## config.mk

```make
export PLATFORM = sky130hd
export DESIGN_NAME = mhd_cordic_cell
export DESIGN_NICKNAME = d
export VERILOG_FILES = /design/src/hw/rtl/mhd_pkg.sv /design/src/hw/rtl/mhd_cordic_cell.sv
export SDC_FILE = /design/constraint.sdc
export NUM_CORES = 1
export LEC_CHECK = 0
export BUFFER_PORTS_ARGS = -buffer_cell sky130_fd_sc_hd__buf_2
export CORE_UTILIZATION = 55
export DETAILED_ROUTE_END_ITERATION = 7
export PLACE_DENSITY_LB_ADDON = 0.05
export SLEW_MARGIN = 20
export SYNTH_ARGS = -nofsm -noshare
export SYNTH_HDL_FRONTEND = slang
export SYNTH_SLANG_ARGS = --single-unit
```

## constraint.sdc

```tcl
create_clock -name i_clk -period 4.6 [get_ports i_clk]
set_clock_uncertainty 0.1 [all_clocks]
set_input_delay 0.23 -clock i_clk [delete_from_list [all_inputs] [get_ports i_clk]]
set_output_delay 0.23 -clock i_clk [all_outputs]
set_load 0.05 [all_outputs]
```

## src/hw/rtl/mhd_pkg.sv

```systemverilog
// shared types and constants of the m-psk hard-decision demodulator
package mhd_pkg;

    // request kinds carried in the input tuser
    localparam logic REQ_DEMOD     = 1'b0;
    localparam logic REQ_MAP_WRITE = 1'b1;

    // configuration register indexes
    localparam int CFG_IDX_W = 1;
    localparam logic [CFG_IDX_W-1:0] CFG_ORDER_M   = 1'b0;
    localparam logic [CFG_IDX_W-1:0] CFG_CONF_BITS = 1'b1;
    localparam int CFG_DATA_W = 9;

    // fixed field widths
    localparam int ORDER_W  = 9;
    localparam int QBITS_W  = 4;
    localparam int QBITS_MAX = 8;
    localparam int SYM_W    = 8;
    localparam int CONF_W   = 8;
    localparam int IDX_W    = 8;

    // cordic guard bits and angle accumulator width
    localparam int GUARD_BITS = 8;
    localparam int ANGLE_W    = 32;
    localparam int ATAN_ENTRIES = 24;

    // atan(2^-k) in units of 2^-32 turn
    localparam logic [ANGLE_W-1:0] ATAN_TAB [ATAN_ENTRIES] = '{
        32'd536870912, 32'd316933406, 32'd167458907, 32'd85004756,
        32'd42667331,  32'd21354465,  32'd10679838,  32'd5340245,
        32'd2670163,   32'd1335087,   32'd667544,    32'd333772,
        32'd166886,    32'd83443,     32'd41722,     32'd20861,
        32'd10430,     32'd5215,      32'd2608,      32'd1304,
        32'd652,       32'd326,       32'd163,       32'd81
    };

    // control bits that travel beside each item
    typedef struct packed {
        logic valid;
        logic req;
        logic zero;
    } t_ctl;

endpackage

```

## src/hw/rtl/mhd_cordic_cell.sv

```systemverilog
// one vectoring cordic micro-rotation, registered, with its payload
module mhd_cordic_cell #(
    parameter int XW    = 27,
    parameter int SHIFT = 0,
    parameter logic [31:0] ANGLE = 32'd0,
    parameter int PAY_W = 80
) (
    input  logic                  i_clk,
    input  logic                  i_rst_n,
    input  logic                  i_en,
    input  mhd_pkg::t_ctl         i_ctl,
    input  logic signed [XW-1:0]  i_x,
    input  logic signed [XW-1:0]  i_y,
    input  logic [31:0]           i_z,
    input  logic [PAY_W-1:0]      i_pay,
    output mhd_pkg::t_ctl         o_ctl,
    output logic signed [XW-1:0]  o_x,
    output logic signed [XW-1:0]  o_y,
    output logic [31:0]           o_z,
    output logic [PAY_W-1:0]      o_pay
);

    logic signed [XW-1:0] w_dx;
    logic signed [XW-1:0] w_dy;
    logic signed [XW-1:0] n_x;
    logic signed [XW-1:0] n_y;
    logic [31:0]          n_z;

    assign w_dx = i_y >>> SHIFT;
    assign w_dy = i_x >>> SHIFT;

    // rotate toward the positive real axis, y sign picks the direction
    always_comb begin
        if (!i_y[XW-1]) begin
            n_x = i_x + w_dx;
            n_y = i_y - w_dy;
            n_z = i_z + ANGLE;
        end else begin
            n_x = i_x - w_dx;
            n_y = i_y + w_dy;
            n_z = i_z - ANGLE;
        end
    end

    always_ff @(posedge i_clk) begin
        if (!i_rst_n) begin
            o_ctl <= '0;
        end else if (i_en) begin
            o_ctl <= i_ctl;
        end
    end

    always_ff @(posedge i_clk) begin
        if (i_en) begin
            o_x   <= n_x;
            o_y   <= n_y;
            o_z   <= n_z;
            o_pay <= i_pay;
        end
    end

endmodule

```

### Word level (Yosys, flattened, before mapping)

Index checks and enable logic that the tools add are counted.
Widths: inputs -> output; s select.

* output and inout port bits: 169
* register bits after elaboration: 169
* bits of input ports: 172
* logic and storage cells: 12

* muxes and demuxes: 2
* add/subtract/negate cells: 3

Operator list (count)
* $mux 27: 2
* $sub 27x27->27: 2
* $add 27x27->27: 1

### Longest topological paths before layout

Gate-level depths: netlist of run 1.

* depth in word-level cells: 2
* depth in mapped cells: 11
* mapped depth without buffers: 10

### Worst setup path after synthesis of run 1

Ideal clock, no wire load.

* path type: input-to-reg
* start point: in i_x[0]
* end point: reg o_x[26], data pin
* setup slack: 2.173 ns
* path buffers: 0
* stages: 10
* arrival: 2.070 ns
* data required time: 4.242 ns
* library setup time: 0.258 ns
* cells stage by stage: inv_1 -> ha_1 -> fa_1 -> nand2b_1 -> a21oi_1 -> o21ai_1 -> a311o_1 -> and3_1 -> a31o_2 -> xnor2_1

* cells in the longest elaborated chain, start to end: 2
* elaborated cells between the ends (all ways): 3
* those cells by class: add/sub: 2; mux: 1

Ends and longest elaborated chain
* from (decl): line mhd_cordic_cell.sv:12 `input logic signed [XW-1:0] i_x,`
* $add 27x27->27 / $sub 27x27->27 (equally long branches): line mhd_cordic_cell.sv:35, mhd_cordic_cell.sv:39
* $mux 27 (*): line mhd_cordic_cell.sv:34 `if (!i_y[XW-1]) begin`
* via n_x[26]: line mhd_cordic_cell.sv:25 `logic signed [XW-1:0] n_x;`
* to (signal assigned): line mhd_cordic_cell.sv:55 `o_x <= n_x;`
* to (decl): line mhd_cordic_cell.sv:17 `output logic signed [XW-1:0] o_x,`

Mark *: on every way through the listed nets, which the timed path passes. The rest lies on a longest branch.
A chain may end at the register's enable or synchronous reset.

### Final worst setup path of run 1

* start point: in i_x[15]
* end point: reg o_y[24], data pin

* cells in the longest elaborated chain, start to end: 2
* elaborated cells between the ends (all ways): 3
* those cells by class: add/sub: 2; mux: 1

Ends and longest elaborated chain
* $sub 27x27->27 / $add 27x27->27 (equally long branches): line mhd_cordic_cell.sv:36, mhd_cordic_cell.sv:40
* $mux 27 (*): line mhd_cordic_cell.sv:34
* via n_y[24]: line mhd_cordic_cell.sv:26 `logic signed [XW-1:0] n_y;`
* to (signal assigned): line mhd_cordic_cell.sv:56 `o_y <= n_y;`
* to (decl): line mhd_cordic_cell.sv:18 `output logic signed [XW-1:0] o_y,`

Marked as above.

==> results of run 1 <==
## metrics by stage
step | hold slack, ns | setup slack (ns) | utilization | instance area, um^2
floorplan | 0.229 | 2.17 | - | 9780
global placement | 0.306 | 1.25 | 0.670 | 11600
CTS | 0.0324 | 1.73 | 0.772 | 13400
detailed placement | 0.308 | 1.28 | 0.670 | 11600
finish | 0.0323 | 1.61 | 0.772 | 13400
global route | 0.0251 | 1.41 | 0.772 | 13400
## report_power, final
| part | switching (mW) | internal, mW | total (mW) |
|---|---|---|---|
| combinational | 1.24 | 0.466 | 1.71 |
| clock | 0.717 | 0.737 | 1.45 |
| sequential | 0.0541 | 1.88 | 1.94 |
## Yosys cell counts, drive strengths merged, types with 4 or more instances
master	count
edfxtp	165
a21oi	97
inv	83
ha	78
nor2	66
o21ai	63
xnor2	44
nand2	36
buf	20
a21o	16
nor3	15
nor2b	14
o31ai	14
clkbuf	13
nand3	13
a31oi	11
nand4	11
nor4	11
o21bai	11
nand2b	10
a211oi	9
o211ai	9
mux2i	8
o21a	7
and3	5
or2	5
xor2	5
a221oi	4
a22oi	4
a311oi	4
a31o	4
and2	4
## kinds of logic after synthesis
group	after synthesis	synth area share
flip-flops	168	0.513
AND/OR/NAND/NOR	196	0.0980
buffers and inverters	118	0.0499
XOR/XNOR	49	0.0439
adder cells (fa/ha/maj)	81	0.106
AO/OA/AOI/OAI	276	0.181
multiplexers	8	0.00819
## critical path, stage by stage
cell      delay (ns)
buf_2           0.10
inv_1           0.04
ha_1            0.68
nand2_1         0.21
nor4_1          0.69
nand3_1         0.33
o21bai_1        0.30
and3_1          0.21
o22ai_1         0.19
xnor2_1         0.09
## routing by layer
layer,routed length [um],share of wire
met5,0,0
met1,14400,0.38
met4,2250,0.060
met3,4040,0.11
met2,17000,0.45
## final cells by class
cell class,count,area (um^2)
Timing Repair Buffer,460,2900
Inverter,85,319
Clock buffer,17,425
Sequential cell,168,5010
Multi-Input combinational cell,610,4280
Clock inverter,15,180
Fill cell,1095,3960
Tap cell,225,282
## registers in the layout, summed over array words and instances (netlist names)
signal,flops
o_y,26
o_pay,80
o_x,27
o_z,32
o_ctl,3
## worst paths after layout
path                            endpoint  cells past startpoint  slack (ns)     start
worst max-delay path             o_y[24]                     10        1.61   i_x[15]
worst min-delay path             o_y[26]                      2        0.03   i_x[26]
worst max register to register  o_ctl[0]                      3        3.35  o_ctl[0]
worst min register to register  o_ctl[1]                      2        0.48  o_ctl[1]
==> key figures, run 1 <==
Global routing
  – Largest net degree at the start of global routing: ~110
  – Met1 Usage GRT: 0.536
  – Met2 Use GR: 0.642
  – First-pass GRT wire length: 55.0 mm
  – Congestion Overflow GR: 0
  – Gr usage total: 0.413
  – Gr busiest metal: met2
  – Number of antenna violations at the first check in global routing: 0
  – Vias in the first global route: 9031
  – Met3 usage: 0.0909

Route
  – Total number of vias: between 9000 and 10000
  – Vias per cell: 6.06
  – Post-route DRC: 0
  – Routed WL: between 30 and 40 mm
  – Routed len/inst: 23.9 um
  – Post-route ant nets: 0
  – Initial DRC count: 1286
  – TritonRoute pass-1 iters: 6

Clock tree
  – Post-CTS setup buffer count: 0
  – Max Buffers Root-to-Sink: 2
  – Post-cts resize count: 0
  – Root Buffer: clkbuf_16
  – Hold Buf Count CTS: 116
  – Clock tree sinks: around 170
  – Clock transition at path regs: 0.08 ns
  – Max H-tree Level: 4
  – Cts bufs inserted: 17
  – CTS tree: done
  – Worst skew pair latency: between 0.4 and 0.5 ns

Pwr
  – VDD IR max: 0.283 mV
  – Power Density: 381 mW/mm^2
  – Final Power: 5.10 mW
  – Pleak: a little under 6 nW

STA
  – Worst-Margin Slew: 1.07 ns
  – Hold Fails Final Rpt: 0
  – Final Cycle Share: 0.649
  – Max-slew violation count: 0
  – Fmax: 0.335 GHz
  – Final setup fails: 0
  – Fin crit period: 2.99 ns
  – Slew headroom: 0.289
  – RSZ-0062 raised after global routing: no
  – Setup_tns: 0 ns

Final layout
  – Area Overhead vs Synth: 37.0%
  – Final nets: between 1500 and 2000
  – Most frequent cells in the layout: buf_2 (339), edfxtp_1 (165), dlygate4sd3_1 (116), a21oi_1 (97), inv_1 (79)
  – Ant diodes: 0
  – Share of layout cells above drive strength 1: 0.295
  – Commonest non-fill, non-tap cell in the layout: buf_2
  – Final Non-Filler Cells: 1580

Outcome
  – Outcome: complete, no violations

Yosys
  – Main synth FF type: edfxtp_1
  – Largest cells by area after synthesis: edfxtp_1 (51%), ha_1 (10%), a21oi_1 (5.0%)
  – Syn nets: 1149
  – Post-Syn Area: 0.00978 mm^2
  – Yosys warning count: 0
  – Top cell type's share of synthesized area: 0.507
  – Post-synth EDFFs: 165
  – Share of synthesized registers carrying an async set or reset: 0
  – Sequential area share after synthesis: 0.513
  – Netlist cell types: 72
  – Post-synthesis average cell area: 10.9 um^2
  – Post-synthesis register bit count: 168
  – Post-synthesis cell count: 896
  – Largest area contributor in the netlist: edfxtp_1

Critical path
  – Crit-path max FO: 16
  – CP endpoint kind: flip-flop
  – Worst EP required: approximately 4.7 ns
  – Classification of the worst setup path: input port to flip-flop
  – WP data arrival: between 3 and 4 ns
  – Setup crit start kind: input port

Die
  – DIE AREA: 0.0183 mm^2
  – Initial Util: 0.563
  – Die X: 135 um
  – Std cell rows: 48
  – Die Height: about 140 um
  – Ports: 341
  – Core area: 0.0174 mm^2

Placement
  – HPWL Detailed: 25.9 mm
  – Placed Instances: 1432
  – Routability congestion estimate: 0.987
  – PortBufs: 340

Min path
  – Hold/Removal Path Class: input port to flip-flop

Job
  – Max-cap violations: 0
No activity file was read; power rests on OpenSTA's default activity.
==> inputs of run 2 (changes only) <==
CORE_UTILIZATION = 46   (was 55)
clock period = 2.4 ns   (was 4.6 ns; I/O delays follow)
==> run 2 against run 1 <==
  * Final area grew 13%
  * Clock-buffer cell count up 1
  * Non-clock buffer count increased by 221
  * First-iteration DRC count shrank 48%
  * Sequential share of layout area down 4.3 points
  * Clock power up 92%
  * Worst setup slack worse by 1.5 ns
  * Sequential power rose by 91%
  * Worst hold slack gained 0.018 ns
  * Global-route usage shrank 6.8 points
  * Routed wire length is 0.11% higher
  * Via count grew 3.8%
==> key figures, run 2 (synthesized netlist as in run 1, its figures left out) <==
Outcome
  – Outcome: complete, no violations (unchanged)

Die
  – Initial Util: 0.476 (was 0.563)
  – DIE AREA: 0.0218 mm^2 (was 0.0183 mm^2)
  – Std cell rows: 52 (was 48)
  – Ports: 341 (unchanged)
  – Die Height: 148 um (was 135 um)
  – Core area: 0.0206 mm^2 (was 0.0174 mm^2)
  – Die X: 148 um (was 135 um)

Route
  – Routed WL: 37.8 mm (was 37.7 mm)
  – Vias per cell: 5.39 (was 6.06)
  – Routed len/inst: 20.5 um (was 23.9 um)
  – Initial DRC count: 665 (was 1286)
  – Post-route DRC: 0 (unchanged)
  – TritonRoute pass-1 iters: 5 (was 6)
  – Total number of vias: 9939 (was 9577)
  – Post-route ant nets: 0 (unchanged)

Min path
  – Hold Path Origin: i_en (was i_x[26])
  – Hold path cells: 1 (was 2)
  – Hold/Removal Path Class: input port to flip-flop (unchanged)

Final layout
  – Area Overhead vs Synth: 55.0% (was 37.0%)
  – Number of flip-flops in the largest register: 80 (unchanged)
  – Most frequent cells in the layout: buf_2 (339), buf_4 (219), edfxtp_1 (165), dlygate4sd3_1 (118), a21oi_1 (97) (was buf_2 (339), edfxtp_1 (165), dlygate4sd3_1 (116), a21oi_1 (97), inv_1 (79))
  – Share of layout cells above drive strength 1: 0.392 (was 0.295)
  – Regs by FF count: o_pay: 80 flops, o_z: 32 flops, o_x: 27 flops (unchanged)
  – Ant diodes: 0 (unchanged)
  – Commonest non-fill, non-tap cell in the layout: buf_2 (unchanged)
  – Final instance area: 0.0152 mm^2 (was 0.0134 mm^2)
  – Final nets: 1816 (was 1595)
  – Final Util: 0.737 (was 0.772)
  – Biggest register: o_pay (unchanged)

Clock tree
  – Post-CTS setup buffer count: 0 (unchanged)
  – CTS tree: done (unchanged)
  – Worst skew pair latency: 0.43 ns (about the same)
  – Clock transition at path regs: 0.07 ns (was 0.08 ns)
  – Max Buffers Root-to-Sink: 2 (unchanged)
  – Clock tree sinks: 168 (unchanged)
  – Cts bufs inserted: 17 (unchanged)
  – Max H-tree Level: 4 (unchanged)
  – Root Buffer: clkbuf_16 (unchanged)

Critical path
  – Setup crit start kind: input port (unchanged)
  – Critical path launch point: i_x[0] (was i_x[15])
  – Worst EP required: 2.55 ns (was 4.69 ns)
  – WP data arrival: 2.45 ns (was 3.08 ns)
  – Reg2reg path depth: 3 (unchanged)
  – Worst reg2reg path startpoint: o_ctl[0] (unchanged)
  – CP endpoint kind: flip-flop (unchanged)
  – Classification of the worst setup path: input port to flip-flop (unchanged)
  – Crit-path max FO: 5 (was 16)

STA
  – Max-slew violation count: 0 (unchanged)
  – Hold Fails Final Rpt: 0 (unchanged)
  – Final setup fails: 0 (unchanged)
  – Fmax: 0.435 GHz
  – Slew headroom: 0.532 (was 0.289)
  – RSZ-0062 raised after global routing: no (unchanged)
  – Worst-Margin Slew: 0.702 ns (was 1.07 ns)
  – Final Cycle Share: 0.959
  – Setup_tns: 0 ns (unchanged)
  – Fin crit period: around 2.3 ns

Job
  – Max-cap violations: 0 (unchanged)

Placement
  – PortBufs: 340 (unchanged)
  – HPWL Detailed: 28.8 mm (was 25.9 mm)
  – Area after DPL: 0.0134 mm^2 (was 0.0116 mm^2)
  – Routability congestion estimate: 0.979 (was 0.987)

Global routing
  – Largest net degree at the start of global routing: 60 (was 112)
  – First-pass GRT wire length: 55.7 mm (was 55.0 mm)
  – Number of antenna violations at the first check in global routing: 0 (unchanged)
  – Vias in the first global route: 9581 (was 9031)
  – Congestion Overflow GR: 0 (unchanged)
  – Gr usage total: 0.345 (was 0.413)

Pwr
  – VDD IR max: 0.512 mV (was 0.283 mV)
  – Pleak: 6.96 nW (was 5.88 nW)
  – Power Density: 671 mW/mm^2 (was 381 mW/mm^2)
[run 2: changes by cell type in the layout (fill, tap and decap cells not counted), moves of 2 or more]
cell / previous run / this run
buf_12: 0 / 4
buf_4: 4 / 219
clkinv_4: 3 / 1
clkinvlp_4: 0 / 2
dlygate4sd3_1: 116 / 118
clkinv_8: 5 / 0
bufinv_16: 0 / 2
[run 2: report_power, final]
group | switching, mW | internal [mW] | total [mW]
sequential | 0.0946 | 3.61 | 3.71
combinational | 2.42 | 1.26 | 3.68
clock | 1.23 | 1.57 | 2.79
[run 2: layer usage]
metal / vias to the layer above / GRT usage / part of all wire
met1: 4682 / 0.442 / 0.40
met2: 542 / 0.569 / 0.47
met4: 0 / 0.156 / 0.045
li1: 4610 / - / -
met3: 105 / 0.0639 / 0.078
met5: - / 0 / 0
[run 2: through the flow]
step | hold slack (ns) | setup slack (ns) | cells | power (mW)
2_1_floorplan | 0.119 | 0.0827 | 896 | 5.85
3_3_place_gp | 0.197 | -0.294 | 1696 | 7.18
3_5_place_dp | 0.198 | -0.349 | 1696 | 7.21
4_1_cts | 0.0508 | 0.0891 | 1845 | 10.1
5_1_grt | 0.0494 | 0.0263 | 1845 | 10.5
6_report | 0.0505 | 0.0992 | 1845 | 10.2
[run 2: area by class of cell]
class | instances | area (um^2)
fill | 1514 | 5410
sequential | 168 | 5010
timing repair buffer | 681 | 4610
multi-input combinational | 610 | 4280
clock buffer | 18 | 429
tap | 270 | 338
inverter | 85 | 319
clock inverter | 13 | 160
[run 2: worst paths after layout]
check	end	slack (ns)
min reg2reg	o_ctl[2]	0.43
max	o_y[20]	0.1
min	o_y[4]	0.05
max reg2reg	o_ctl[0]	1.11
[run 2: worst max-delay path: stages]
cell and delay (ns):
buf_2 0.12, ha_1 0.22, fa_1 0.39, nor2b_1 0.16, o21ai_0 0.18, a21oi_1 0.14
a211oi_2 0.32, o21ai_1 0.26, a31o_2 0.31, a211oi_1 0.23
[run 2: what timing repair did]
| action | CTS | global route |
|---|---|---|
| hold buffers | 118 | 0 |
| endpoints found under the hold margin | 118 | 0 |
| resized for setup | 0 | 1 |
| setup endpoints to repair | 0 | 1 |
